===== config.mk =====
export PLATFORM = sky130hd
export DESIGN_NAME = stream_channel_fifo_unit_flat
export DESIGN_NICKNAME = d
export VERILOG_FILES = /design/src/scf_pkg.sv /design/src/scf_if.sv /design/src/scf_regs.sv /design/src/scf_ctrl.sv /design/src/scf_dp.sv /design/src/stream_channel_fifo_unit.sv /design/src/flat_wrapper.sv
export SDC_FILE = /design/constraint.sdc
export NUM_CORES = 2
export LEC_CHECK = 0
export BUFFER_PORTS_ARGS = -buffer_cell sky130_fd_sc_hd__buf_4
export CORE_ASPECT_RATIO = 1.1
export CORE_MARGIN = 5
export CORE_UTILIZATION = 34
export DETAILED_ROUTE_END_ITERATION = 6
export SYNTH_ARGS = -nofsm -noshare
export SYNTH_HDL_FRONTEND = slang
export SYNTH_SLANG_ARGS = --single-unit

===== constraint.sdc =====
create_clock -name clk_i -period 42.7 [get_ports clk_i]
set_clock_uncertainty 0.2 [all_clocks]
set_input_delay 12.81 -clock clk_i [delete_from_list [all_inputs] [get_ports clk_i]]
set_output_delay 12.81 -clock clk_i [all_outputs]
set_load 0.02 [all_outputs]

===== src/scf_pkg.sv =====
// Package for the stream channel FIFO: sizes, operation and result codes,
// controller states and the structs shared between modules. No dependencies.
package scf_pkg;

  // Number of FIFO slots; pointers carry one extra wrap bit.
  localparam int unsigned DEPTH = 16;
  localparam int unsigned IDX_W = $clog2(DEPTH);
  localparam int unsigned PTR_W = IDX_W + 1;

  // Fixed field widths of the channel words.
  localparam int unsigned DATA_W = 64;
  localparam int unsigned FILL_W = 5;
  localparam int unsigned CNT_W  = 32;

  // Configuration register indexes and address width.
  localparam int unsigned PADDR_W = 4;
  localparam logic [1:0] REG_CHAN_MODE  = 2'd0;
  localparam logic [1:0] REG_BLOCK_FULL = 2'd1;
  localparam logic [1:0] REG_FINITE     = 2'd2;

  // Ring modes that the block supports.
  localparam logic [1:0] MODE_SINGLE      = 2'd0;
  localparam logic [1:0] MODE_MULTI_CONS  = 2'd2;

  typedef enum logic [2:0] {
    OP_PUT          = 3'd0,
    OP_POLL         = 3'd1,
    OP_OPEN         = 3'd2,
    OP_CLOSE        = 3'd3,
    OP_CLOSE_STREAM = 3'd4,
    OP_CANCEL       = 3'd5
  } scf_op_e;

  typedef enum logic [2:0] {
    ST_OK          = 3'd0,
    ST_UNSUPPORTED = 3'd1,
    ST_NOT_OPEN    = 3'd2,
    ST_CANCELLED   = 3'd3,
    ST_DROPPED     = 3'd4,
    ST_RETRY       = 3'd5,
    ST_EOF_NQ      = 3'd6
  } scf_status_e;

  typedef enum logic [2:0] {
    EV_NONE    = 3'd0,
    EV_DATA    = 3'd1,
    EV_EOF     = 3'd2,
    EV_DRAINED = 3'd3,
    EV_TIMEOUT = 3'd4,
    EV_ERROR   = 3'd5
  } scf_event_e;

  typedef enum logic {
    S_IDLE,
    S_EXEC
  } scf_state_e;

  // Configuration register contents.
  typedef struct packed {
    logic [1:0] chan_mode;
    logic       block_when_full;
    logic       finite_stream;
  } scf_cfg_t;

  // Controller to datapath commands.
  typedef struct packed {
    logic capture;
    logic execute;
  } scf_cmd_t;

  // Datapath to controller status.
  typedef struct packed {
    logic out_stall;
  } scf_stat_t;

endpackage


===== src/scf_if.sv =====
// Valid/ready stream interfaces for the input and result channels.
// Depends on scf_pkg for the field widths.
interface scf_in_if;
  import scf_pkg::*;
  logic                     valid;
  logic                     ready;
  logic [2:0]               opcode;
  logic [DATA_W-1:0]        payload;
  logic signed [DATA_W-1:0] timestamp;
  modport source (output valid, opcode, payload, timestamp, input ready);
  modport sink   (input valid, opcode, payload, timestamp, output ready);
endinterface

interface scf_out_if;
  import scf_pkg::*;
  logic                     valid;
  logic                     ready;
  logic [2:0]               status;
  logic [2:0]               event_res;
  logic [DATA_W-1:0]        out_payload;
  logic signed [DATA_W-1:0] out_timestamp;
  logic [FILL_W-1:0]        fill_level;
  logic [CNT_W-1:0]         dropped_count;
  modport source (output valid, status, event_res, out_payload, out_timestamp,
                  fill_level, dropped_count, input ready);
  modport sink   (input valid, status, event_res, out_payload, out_timestamp,
                  fill_level, dropped_count, output ready);
endinterface


===== src/scf_regs.sv =====
// APB-style configuration registers of the stream channel FIFO.
// Depends on scf_pkg for register indexes and the configuration struct.
module scf_regs (
  input  logic                          clk_i,
  input  logic                          rst_ni,
  input  logic                          psel,
  input  logic                          penable,
  input  logic                          pwrite,
  input  logic [scf_pkg::PADDR_W-1:0]   paddr,
  input  logic [31:0]                   pwdata,
  output logic [31:0]                   prdata,
  output logic                          pready,
  output scf_pkg::scf_cfg_t             cfg_o
);
  import scf_pkg::*;

  scf_cfg_t cfg_q, cfg_d;
  logic     wr_en;

  assign wr_en  = psel & penable & pwrite;
  assign pready = 1'b1;
  assign cfg_o  = cfg_q;

  // Register write decode; addresses past the list are ignored.
  always_comb begin
    cfg_d = cfg_q;
    if (wr_en) begin
      unique case (paddr[3:2])
        REG_CHAN_MODE:  cfg_d.chan_mode       = pwdata[1:0];
        REG_BLOCK_FULL: cfg_d.block_when_full = pwdata[0];
        REG_FINITE:     cfg_d.finite_stream   = pwdata[0];
        default: ;
      endcase
    end
  end

  always_ff @(posedge clk_i or negedge rst_ni) begin
    if (!rst_ni) begin
      cfg_q <= '{chan_mode: 2'd0, block_when_full: 1'b0, finite_stream: 1'b1};
    end else begin
      cfg_q <= cfg_d;
    end
  end

  // Read back.
  always_comb begin
    unique case (paddr[3:2])
      REG_CHAN_MODE:  prdata = {30'd0, cfg_q.chan_mode};
      REG_BLOCK_FULL: prdata = {31'd0, cfg_q.block_when_full};
      REG_FINITE:     prdata = {31'd0, cfg_q.finite_stream};
      default:        prdata = 32'd0;
    endcase
  end

endmodule


===== src/scf_ctrl.sv =====
// Controller state machine of the stream channel FIFO: accepts a word,
// then executes it once the result register can take the answer.
// Depends on scf_pkg for the state enum and command/status structs.
module scf_ctrl (
  input  logic               clk_i,
  input  logic               rst_ni,
  input  logic               in_valid_i,
  output logic               in_ready_o,
  input  scf_pkg::scf_stat_t stat_i,
  output scf_pkg::scf_cmd_t  cmd_o
);
  import scf_pkg::*;

  scf_state_e state_q, state_d;

  // Next state.
  always_comb begin
    state_d = state_q;
    unique case (state_q)
      S_IDLE: if (in_valid_i) state_d = S_EXEC;
      S_EXEC: if (!stat_i.out_stall) state_d = S_IDLE;
      default: state_d = S_IDLE;
    endcase
  end

  // Outputs.
  always_comb begin
    in_ready_o    = 1'b0;
    cmd_o.capture = 1'b0;
    cmd_o.execute = 1'b0;
    unique case (state_q)
      S_IDLE: begin
        in_ready_o    = 1'b1;
        cmd_o.capture = in_valid_i;
      end
      S_EXEC: begin
        cmd_o.execute = !stat_i.out_stall;
      end
      default: ;
    endcase
  end

  always_ff @(posedge clk_i or negedge rst_ni) begin
    if (!rst_ni) begin
      state_q <= S_IDLE;
    end else begin
      state_q <= state_d;
    end
  end

endmodule


===== src/scf_dp.sv =====
// Datapath of the stream channel FIFO: slot memory, pointers, channel flags,
// drop counter and the result register. Depends on scf_pkg and scf_out_if.
module scf_dp (
  input  logic                              clk_i,
  input  logic                              rst_ni,
  input  scf_pkg::scf_cmd_t                 cmd_i,
  output scf_pkg::scf_stat_t                stat_o,
  input  scf_pkg::scf_cfg_t                 cfg_i,
  input  logic [2:0]                        opcode_i,
  input  logic [scf_pkg::DATA_W-1:0]        payload_i,
  input  logic signed [scf_pkg::DATA_W-1:0] timestamp_i,
  scf_out_if.source                         out_o
);
  import scf_pkg::*;

  localparam int unsigned SLOT_W = 2 * DATA_W + 1;

  // Captured input word.
  logic [2:0]        op_q;
  logic [DATA_W-1:0] pay_q;
  logic [DATA_W-1:0] ts_q;

  // Slot memory: {eof mark, payload, timestamp}; read data registered.
  logic [SLOT_W-1:0] mem [DEPTH];
  logic [SLOT_W-1:0] rd_q;

  // Pointers and channel state.
  logic [PTR_W-1:0] wr_ptr_q, wr_ptr_d, rd_ptr_q, rd_ptr_d;
  logic             open_q, open_d, fin_q, fin_d, cancel_q, cancel_d;
  logic             cs_done_q, cs_done_d, cn_done_q, cn_done_d;
  logic [CNT_W-1:0] drop_q, drop_d;

  // Result register.
  logic              ovalid_q;
  logic [2:0]        ost_q, oev_q;
  logic [DATA_W-1:0] opay_q, ots_q;
  logic [FILL_W-1:0] ofill_q;

  // Step results.
  scf_status_e       st;
  scf_event_e        ev;
  logic [DATA_W-1:0] opay, ots;
  logic              push, push_eof, pop;
  logic [PTR_W-1:0]  fill, fill_next;
  logic              mode_ok, full;

  assign stat_o.out_stall = ovalid_q & ~out_o.ready;

  assign mode_ok = (cfg_i.chan_mode == MODE_SINGLE) || (cfg_i.chan_mode == MODE_MULTI_CONS);
  assign fill    = wr_ptr_q - rd_ptr_q;
  assign full    = (fill == PTR_W'(DEPTH));

  // Capture the accepted word.
  always_ff @(posedge clk_i) begin
    if (cmd_i.capture) begin
      op_q  <= opcode_i;
      pay_q <= payload_i;
      ts_q  <= timestamp_i;
    end
  end

  // Operation decode.
  always_comb begin
    st        = ST_OK;
    ev        = EV_NONE;
    opay      = '0;
    ots       = '0;
    push      = 1'b0;
    push_eof  = 1'b0;
    pop       = 1'b0;
    open_d    = open_q;
    fin_d     = fin_q;
    cancel_d  = cancel_q;
    cs_done_d = cs_done_q;
    cn_done_d = cn_done_q;
    drop_d    = drop_q;
    unique case (op_q)
      OP_PUT: begin
        if (!mode_ok) begin
          st = ST_UNSUPPORTED;
        end else if (!open_q) begin
          st = ST_NOT_OPEN;
        end else if (cancel_q) begin
          st = ST_CANCELLED;
        end else if (full) begin
          if (cfg_i.block_when_full && cfg_i.finite_stream) begin
            st = ST_RETRY;
          end else begin
            st = ST_DROPPED;
            if (drop_q != '1) drop_d = drop_q + 1'b1;
          end
        end else begin
          push = 1'b1;
        end
      end
      OP_POLL: begin
        if (!mode_ok) begin
          st = ST_UNSUPPORTED;
          ev = EV_ERROR;
        end else if (fill != '0) begin
          pop = 1'b1;
          if (rd_q[SLOT_W-1]) begin
            ev = EV_EOF;
          end else begin
            ev   = EV_DATA;
            opay = rd_q[2*DATA_W-1:DATA_W];
            ots  = rd_q[DATA_W-1:0];
          end
        end else if (cancel_q && fin_q) begin
          ev = EV_DRAINED;
        end else if (fin_q) begin
          ev = EV_EOF;
        end else begin
          ev = EV_TIMEOUT;
        end
      end
      OP_OPEN: begin
        if (!mode_ok) begin
          st = ST_UNSUPPORTED;
        end else begin
          open_d   = 1'b1;
          fin_d    = 1'b0;
          cancel_d = 1'b0;
        end
      end
      OP_CLOSE: begin
        open_d = 1'b0;
        fin_d  = 1'b1;
      end
      OP_CLOSE_STREAM, OP_CANCEL: begin
        if ((op_q == OP_CLOSE_STREAM) ? !cs_done_q : !cn_done_q) begin
          if (op_q == OP_CLOSE_STREAM) begin
            cs_done_d = 1'b1;
          end else begin
            cn_done_d = 1'b1;
            cancel_d  = 1'b1;
          end
          fin_d = 1'b1;
          if (!mode_ok) begin
            st = ST_UNSUPPORTED;
          end else if (full) begin
            st = ST_EOF_NQ;
          end else begin
            push     = 1'b1;
            push_eof = 1'b1;
          end
        end
      end
      default: ;
    endcase
  end

  assign wr_ptr_d  = wr_ptr_q + PTR_W'(push);
  assign rd_ptr_d  = rd_ptr_q + PTR_W'(pop);
  assign fill_next = wr_ptr_d - rd_ptr_d;

  // Slot memory write and registered read at the read pointer.
  always_ff @(posedge clk_i) begin
    if (cmd_i.execute && push) begin
      mem[wr_ptr_q[IDX_W-1:0]] <= push_eof ? {1'b1, {(2*DATA_W){1'b0}}}
                                           : {1'b0, pay_q, ts_q};
    end
    rd_q <= mem[rd_ptr_q[IDX_W-1:0]];
  end

  // Channel state update.
  always_ff @(posedge clk_i or negedge rst_ni) begin
    if (!rst_ni) begin
      wr_ptr_q  <= '0;
      rd_ptr_q  <= '0;
      open_q    <= 1'b0;
      fin_q     <= 1'b0;
      cancel_q  <= 1'b0;
      cs_done_q <= 1'b0;
      cn_done_q <= 1'b0;
      drop_q    <= '0;
    end else if (cmd_i.execute) begin
      wr_ptr_q  <= wr_ptr_d;
      rd_ptr_q  <= rd_ptr_d;
      open_q    <= open_d;
      fin_q     <= fin_d;
      cancel_q  <= cancel_d;
      cs_done_q <= cs_done_d;
      cn_done_q <= cn_done_d;
      drop_q    <= drop_d;
    end
  end

  // Result word valid flag.
  always_ff @(posedge clk_i or negedge rst_ni) begin
    if (!rst_ni) begin
      ovalid_q <= 1'b0;
    end else if (cmd_i.execute) begin
      ovalid_q <= 1'b1;
    end else if (out_o.ready) begin
      ovalid_q <= 1'b0;
    end
  end

  // Result word payload.
  always_ff @(posedge clk_i) begin
    if (cmd_i.execute) begin
      ost_q   <= st;
      oev_q   <= ev;
      opay_q  <= opay;
      ots_q   <= ots;
      ofill_q <= FILL_W'(fill_next);
    end
  end

  assign out_o.valid         = ovalid_q;
  assign out_o.status        = ost_q;
  assign out_o.event_res     = oev_q;
  assign out_o.out_payload   = opay_q;
  assign out_o.out_timestamp = ots_q;
  assign out_o.fill_level    = ofill_q;
  assign out_o.dropped_count = drop_q;

endmodule


===== src/stream_channel_fifo_unit.sv =====
// Top level of the stream channel FIFO: configuration registers, controller
// and datapath. Depends on scf_pkg, scf_if, scf_regs, scf_ctrl and scf_dp.
//
// Usage:
//   in_i carries command words (put, poll, open, close, close stream,
//   cancel) with a payload handle and a timestamp; out_o returns one result
//   word per command: status, poll event, polled data, fill level and the
//   saturating drop count. Channels move a word when valid and ready are
//   both high. The APB port sets channel mode, block policy and finite
//   stream; the user must write them only while the block is idle, as
//   the block itself does not enforce it.
//   A taken command is captured, then executes in the controller's
//   execute step once the result register is free, and its result word
//   turns valid in the result register. The controller alternates accept
//   and execute steps around the registered slot memory read, so it
//   takes a new command only after the last has executed, also while
//   its result word still waits; a stalled receiver thus holds the block
//   after at most one further command.
//   Reset empties the FIFO, closes the channel, clears the once-only
//   flags and drop count, and loads channel mode 0, drop policy, finite stream.
module stream_channel_fifo_unit (
  input  logic                        clk_i,
  input  logic                        rst_ni,
  scf_in_if.sink                      in_i,
  scf_out_if.source                   out_o,
  input  logic                        psel,
  input  logic                        penable,
  input  logic                        pwrite,
  input  logic [scf_pkg::PADDR_W-1:0] paddr,
  input  logic [31:0]                 pwdata,
  output logic [31:0]                 prdata,
  output logic                        pready
);
  import scf_pkg::*;

  scf_cfg_t  cfg;
  scf_cmd_t  cmd;
  scf_stat_t stat;

  scf_regs u_regs (
    .clk_i   (clk_i),
    .rst_ni  (rst_ni),
    .psel    (psel),
    .penable (penable),
    .pwrite  (pwrite),
    .paddr   (paddr),
    .pwdata  (pwdata),
    .prdata  (prdata),
    .pready  (pready),
    .cfg_o   (cfg)
  );

  scf_ctrl u_ctrl (
    .clk_i      (clk_i),
    .rst_ni     (rst_ni),
    .in_valid_i (in_i.valid),
    .in_ready_o (in_i.ready),
    .stat_i     (stat),
    .cmd_o      (cmd)
  );

  scf_dp u_dp (
    .clk_i       (clk_i),
    .rst_ni      (rst_ni),
    .cmd_i       (cmd),
    .stat_o      (stat),
    .cfg_i       (cfg),
    .opcode_i    (in_i.opcode),
    .payload_i   (in_i.payload),
    .timestamp_i (in_i.timestamp),
    .out_o       (out_o)
  );

endmodule


===== src/flat_wrapper.sv =====
// flat-port wrapper written by rule: the top's interface ports become plain ports
module stream_channel_fifo_unit_flat import scf_pkg::*;
  (clk_i, rst_ni, psel, penable, pwrite, paddr, pwdata, prdata, pready, in_i_valid, in_i_opcode, in_i_payload, in_i_timestamp, in_i_ready, out_o_valid, out_o_status, out_o_event_res, out_o_out_payload, out_o_out_timestamp, out_o_fill_level, out_o_dropped_count, out_o_ready);
  scf_in_if in_i_i ();
  scf_out_if out_o_i ();
  input  logic clk_i;
  input  logic rst_ni;
  input  logic psel;
  input  logic penable;
  input  logic pwrite;
  input  logic [scf_pkg::PADDR_W-1:0] paddr;
  input  logic [31:0] pwdata;
  output logic [31:0] prdata;
  output logic pready;
  input wire logic [$bits(in_i_i.valid)-1:0] in_i_valid;
  input wire logic [$bits(in_i_i.opcode)-1:0] in_i_opcode;
  input wire logic [$bits(in_i_i.payload)-1:0] in_i_payload;
  input wire logic [$bits(in_i_i.timestamp)-1:0] in_i_timestamp;
  output wire logic [$bits(in_i_i.ready)-1:0] in_i_ready;
  output wire logic [$bits(out_o_i.valid)-1:0] out_o_valid;
  output wire logic [$bits(out_o_i.status)-1:0] out_o_status;
  output wire logic [$bits(out_o_i.event_res)-1:0] out_o_event_res;
  output wire logic [$bits(out_o_i.out_payload)-1:0] out_o_out_payload;
  output wire logic [$bits(out_o_i.out_timestamp)-1:0] out_o_out_timestamp;
  output wire logic [$bits(out_o_i.fill_level)-1:0] out_o_fill_level;
  output wire logic [$bits(out_o_i.dropped_count)-1:0] out_o_dropped_count;
  input wire logic [$bits(out_o_i.ready)-1:0] out_o_ready;
  assign in_i_i.valid = in_i_valid;
  assign in_i_i.opcode = in_i_opcode;
  assign in_i_i.payload = in_i_payload;
  assign in_i_i.timestamp = in_i_timestamp;
  assign in_i_ready = in_i_i.ready;
  assign out_o_valid = out_o_i.valid;
  assign out_o_status = out_o_i.status;
  assign out_o_event_res = out_o_i.event_res;
  assign out_o_out_payload = out_o_i.out_payload;
  assign out_o_out_timestamp = out_o_i.out_timestamp;
  assign out_o_fill_level = out_o_i.fill_level;
  assign out_o_dropped_count = out_o_i.dropped_count;
  assign out_o_i.ready = out_o_ready;
  stream_channel_fifo_unit u_core (.clk_i(clk_i), .rst_ni(rst_ni), .in_i(in_i_i), .out_o(out_o_i), .psel(psel), .penable(penable), .pwrite(pwrite), .paddr(paddr), .pwdata(pwdata), .prdata(prdata), .pready(pready));
endmodule

---- Word-level counts from Yosys, hierarchy flattened ----
Memories as Yosys holds them, arrays and structs flattened. A register that Yosys moved wholly into a read port is not among the register bits.
Index checks and enable logic that the tools add are counted.
storage, ports and cells
  memories ................................ 1
  bits of input ports ..................... 174
  RAM bits ................................ 2064
  register bits after elaboration ......... 323
  logic and storage cells ................. 127
  output and inout bits ................... 206
memories
  memory           depth  bits a word  read ports  clocked after memory_dff  wr ports  RTL line      RTL
  u_core.u_dp.mem  16     129          1           1                         1         scf_dp.sv:24  logic [SLOT_W-1:0] mem [DEPTH];
cells by class
  bitwise gates (word level) .............. 11
  equality and inequality tests ........... 13
  muxes and demuxes ....................... 47
  reduce and logical (&&, ||, !) cells .... 28
  add/sub/neg operators ................... 5
operators by type and width
  cell                                                 number
  two-way mux 129 bit                                  1
  two-way mux 3 bit                                    11
  adder 32 x 1 -> 32 bit, second input constant        1
  != test 32 bit, second input constant                1
  two-way mux 1 bit                                    27
  AND reduction 4 bit                                  3
  adder 5 x 1 -> 5 bit                                 2
  subtractor 5 bit                                     2
  case mux 3 bit (3 select lines)                      1
  inverter 1 bit                                       8
  case mux 1 bit (2 select lines)                      4
  AND reduction 2 bit                                  4
  AND reduction 8 bit                                  1
  equality test 3 x 2 -> 1 bit, second input constant  2
  equality test 3 bit, second input constant           2
  != test 2 bit, second input constant                 3
  case mux 2 bit (3 select lines)                      1
  nonzero test 2 bit                                   3
  equality test 5 bit, second input constant           1
  AND reduction 5 bit                                  1
  nonzero test 5 bit                                   1
  equality test 2 bit, second input constant           2
  logical NOT 2 bit                                    2
  OR reduction 2 bit                                   2
  other kinds (12)                                     18

---- Logic depth before layout (Yosys ltp) ----
  depth after elaboration ................. 10
  mapped depth ............................ 22
  mapped depth without buffers ............ 16

---- Cells and area by module ----
Synthesis repeated with hierarchy kept, for this count alone.
unflattened totals
  cell total of the unflattened synthesis .. 3950
  area, all modules ....................... 93138.1 um^2
by module, submodules not included
  module    cells each  seq. area each (um^2)  times used  area an instance (um^2)
  scf_dp    3896        73870.8                1           92620.1
  scf_regs  49          101.3                  1           460.4
  scf_ctrl  5           25.0                   1           57.6

---- Worst setup path before layout ----
Ideal clock, no wire load.
  kind .................................... input-to-reg
  start point ............................. input out_o_ready
  end point ............................... memory u_core.u_dp.mem[13][0] in the netlist's numbering, enable pin
  library setup time ...................... 0.932 ns
  slack ................................... 15.989 ns
  stages .................................. 5
  arrival ................................. 25.579 ns
  path through ............................ nand2b_1 nand2_1 inv_1 nand2_1 nor4_1
on the way
  cells in the longest elaborated chain, start to end .. 7
RTL lines
  what               RTL line            RTL
  from (decl)        flat_wrapper.sv:27  input wire logic [$bits(out_o_i.ready)-1:0] out_o_ready;
  inverter 1 bit     scf_dp.sv:47        assign stat_o.out_stall = ovalid_q & ~out_o.ready;
  AND 1 bit          scf_dp.sv:47
  logical NOT 1 bit  -
  two-way mux 1 bit  scf_ctrl.sv:31      unique case (state_q)
  logical AND 1 bit  scf_dp.sv:159       if (cmd_i.execute && push) begin
  two-way mux 1 bit  scf_dp.sv:159
  two-way mux 1 bit  scf_dp.sv:160       mem[wr_ptr_q[IDX_W-1:0]] <= push_eof ? {1'b1, {(2*DATA_W){1'b0}}}
  to (decl)          scf_dp.sv:24
Every way passes these cells.

---- Worst setup path after layout ----
  start point ............................. input paddr[2] in the netlist's numbering
  end point ............................... output prdata[0]
on the way
  cells in the longest elaborated chain, start to end .. 2
  elaborated cells between the ends (all ways) .. 4
RTL lines
  what                                         RTL line            RTL
  from (decl)                                  flat_wrapper.sv:11  input logic [scf_pkg::PADDR_W-1:0] paddr;
  equality test 2 bit (tied with other cells)  scf_regs.sv:47      unique case (paddr[3:2])
  case mux 2 bit (3 select lines) *            scf_regs.sv:47
  to (decl)                                    flat_wrapper.sv:13  output logic [31:0] prdata;
Every way passes the cells marked *; elsewhere a longest branch is shown, timed or not.

==> results.toml <==
[pwr]
leakage_nw = 34.7
irDropWorstVdd_v = 0.0000360
power.density_nw_per_um2 = 60.5

[cells_and_area]
multi_input_area_um2 = 18200
final_layout_size_suffix_gt1_frac = 0.313
area_growth_pct = 16.8
final_nets = 4633
finalInstanceArea_um2 = 109000
stdcell_count = 8313
seqCellArea_um2 = 74000
fillCellCount = 24100
postLayoutCoreUtil = 0.399

[hold_path]
holdCritPathClass = "reg2reg"
min_to = "u_core.u_dp.out_o.dropped_count[7]$_DFFE_PN0P_"
hold_depth = 1
min_from = "u_core.u_dp.out_o.dropped_count[7]$_DFFE_PN0P_"

[synthesis]
synth_edf_count = 2334
synth_warnings = 0
synth_top_area_cell = "edfxtp_1"
ys_seq_area_frac = 0.795
synth_area_leaders = "edfxtp_1 (75%), mux4_2 (15%), dfxtp_1 (2.8%)"
synthCells = 3965
syn_area_um2 = 93100
async_flop_share = 0.0211
synthFlopType = "edfxtp_1"
synth_seq_cells = 2516
synth_common_cells = "edfxtp_1 (2334), mux4_2 (636), and2_1 (256)"
ys_types = 51
synth_top_area_frac = 0.753
synth.most_common_cell = "edfxtp_1"
syn_avg_cell_area_um2 = 23.5

[worst_setup_path]
r2r_cells = 10
path_max_fanout = 6
cp.arrival_ps = 13420
end_kind = "output port"
regToRegStartpoint = "u_core.u_dp.rd_ptr_q[1]$_DFFE_PN0P_"
r2r_slack_ps = 36710
startpoint_type = "input pin"
required_ps = 29690
path_class = "in2out"
crit_start = "paddr[2]"
r2r-end = "u_core.u_dp.mem[10][35]$_DFFE_PP_"

[clocking]
clockRootBuffer = "clkbuf_16"
post_cts_buffers = 0
clk_pin_slew_ps = 60
clk_latency_ps = 820
tritoncts = "yes"
hold_buffers = 0
cts_buffers = 275
cts_num_sinks = 2516
cts.htree.levels = 5
cts_resized = 0
clock_path_buffers = 4

[routing]
wire_per_inst_um = 27.1
route.top_layer_used = "met5"
drtAntennaViolNets = 0
dr.pass1.iters = 7
via_per_inst = 5.08
wl_met3_um = 14000
drt-initial-drc-count = 3991
route.detailed.drc = 0
wl_met2_um = 108000
drt-total-wl_um = 225000
num_vias = 42200
met1_length_um = 97700

[global_route]
antenna_found_initial = 16
grt_pass1_vias = 44300
grt_use_total = 0.156
grt_max_degree = 131
overflow = 0
grt_pass1_wl_um = 323000

[floorplan]
die_area_um2 = 284000
fp.dieH_um = 559
core_area_um2 = 273000
core.rowCount = 201
initial_core_util = 0.342
num_io_pins = 380
die_width_um = 509

[placed_design]
dp.cells = 7822
numPortBuffers = 316
placed_cell_area_um2 = 100000
dp_hpwl_um = 109000
gp_congestion = 0.714

[timing]
final_hold_viol_count = 0
fin_tns_setup_ps = 0
timing.final.crit_share = 0.619
drv_slew = 0
setup_violations = 0
fin_hold_ws_ps = 293
clock.fmax_ghz = 0.0378
relSlewSlack = 0.264
rsz0062_at_grt = "no"
min_period_ps = 26430
worstMarginPinSlew_ps = 1100

[outcome]
status = "finished clean"

[run]
cap_viol_max_count = 0
[where the power goes]
part | internal [mW] | leakage, nW | total [mW] | switching [mW]
Clock | 1.36 | 4.27 | 2.32 | 0.961
Combinational | 0.542 | 7.46 | 1.18 | 0.638
Sequential | 2.98 | 22.9 | 3.07 | 0.0955
Total | 4.88 | 34.7 | 6.58 | 1.69
[worst max-delay path, cell delays in order]
cell,delay (ps)
buf_4,130
mux2i_1,110
o21ai_0,190
buf_4,180
[registers in the layout, summed over array words and instances, names as in the netlist, 3 cells and up]
signal	flops
u_core.u_dp.out_o.dropped_count	32
u_core.u_dp.out_o.out_timestamp	64
u_core.u_dp.mem	2064
u_core.u_dp.out_o.event_res	3
u_core.u_dp.out_o.out_payload	64
u_core.u_regs.cfg_o	4
u_core.u_dp.pay_q	64
u_core.u_dp.wr_ptr_q	5
u_core.u_dp.op_q	3
u_core.u_dp.rd_ptr_q	5
u_core.u_dp.out_o.status	3
u_core.u_dp.out_o.fill_level	5
u_core.u_dp.rd_q	129
u_core.u_dp.ts_q	64
[metal layers]
layer | GRT usage | up-vias
met2 | 0.252 | 1413
met5 | 0 | -
met3 | 0.0269 | 316
li1 | - | 17400
met4 | 0.0396 | 2
met1 | 0.222 | 23100
[through the flow]
step	setup WS [ps]	total power, mW
final	16270	6.58
after global routing	16210	6.86
after CTS	16270	6.69
after detailed placement	16270	4.34
after global placement	16230	4.33
after floorplan	15990	3.94
[cells by family after synthesis]
logic type / share of synthesized area
AOI/OAI and AO/OA: 0.00292
and+or+nand+nor: 0.0285
DFF: 0.795
muxes: 0.155
adders and majority gates: 0.00196
other: 0.0000807
xor gates and xnor gates: 0.00476
buffers and inverters: 0.0124
[how the worst max path moves through the flow]
| stage | endpoint | cells after the start |
|---|---|---|
| 4_1_cts | prdata[0] | 4 |
| 3_3_place_gp | prdata[0] | 4 |
| 2_1_floorplan | u_core.u_dp.mem[13][0]$_DFFE_PP_ | 5 |
| 3_5_place_dp | prdata[0] | 4 |
| 6_report | prdata[0] | 4 |
| 5_1_grt | prdata[0] | 4 |
[layout by cell type, fill, tap and decap left out, drive strengths merged, types with 4 or more instances in the layout]
master    instances
edfxtp         2334
mux4            636
buf             393
clkbuf          376
and2            256
dfxtp           129
clkinv           71
nand2            65
dfrtp            52
xnor2            40
inv              35
conb             31
nand3            30
nor2             23
and3             19
bufinv           18
nor4             18
ha               13
nand4            12
a21oi            11
a31oi            11
clkinvlp         11
nor3             10
xor2              8
nand2b            7
o21ai             7
mux2              5
or3               4
or2               4
[final cells by class]
cell class | instances | share of cell area
Sequential cell | 2516 | 0.680
Timing Repair Buffer | 393 | 0.0290
Antenna cell | 1 | 0.0000230
Tap cell | 3654 | 0.0420
Multi-Input combinational cell | 1238 | 0.167
Clock buffer | 376 | 0.0700
Clock inverter | 114 | 0.0105
Inverter | 21 | 0.000863
Power figures use the tool's default switching activity.
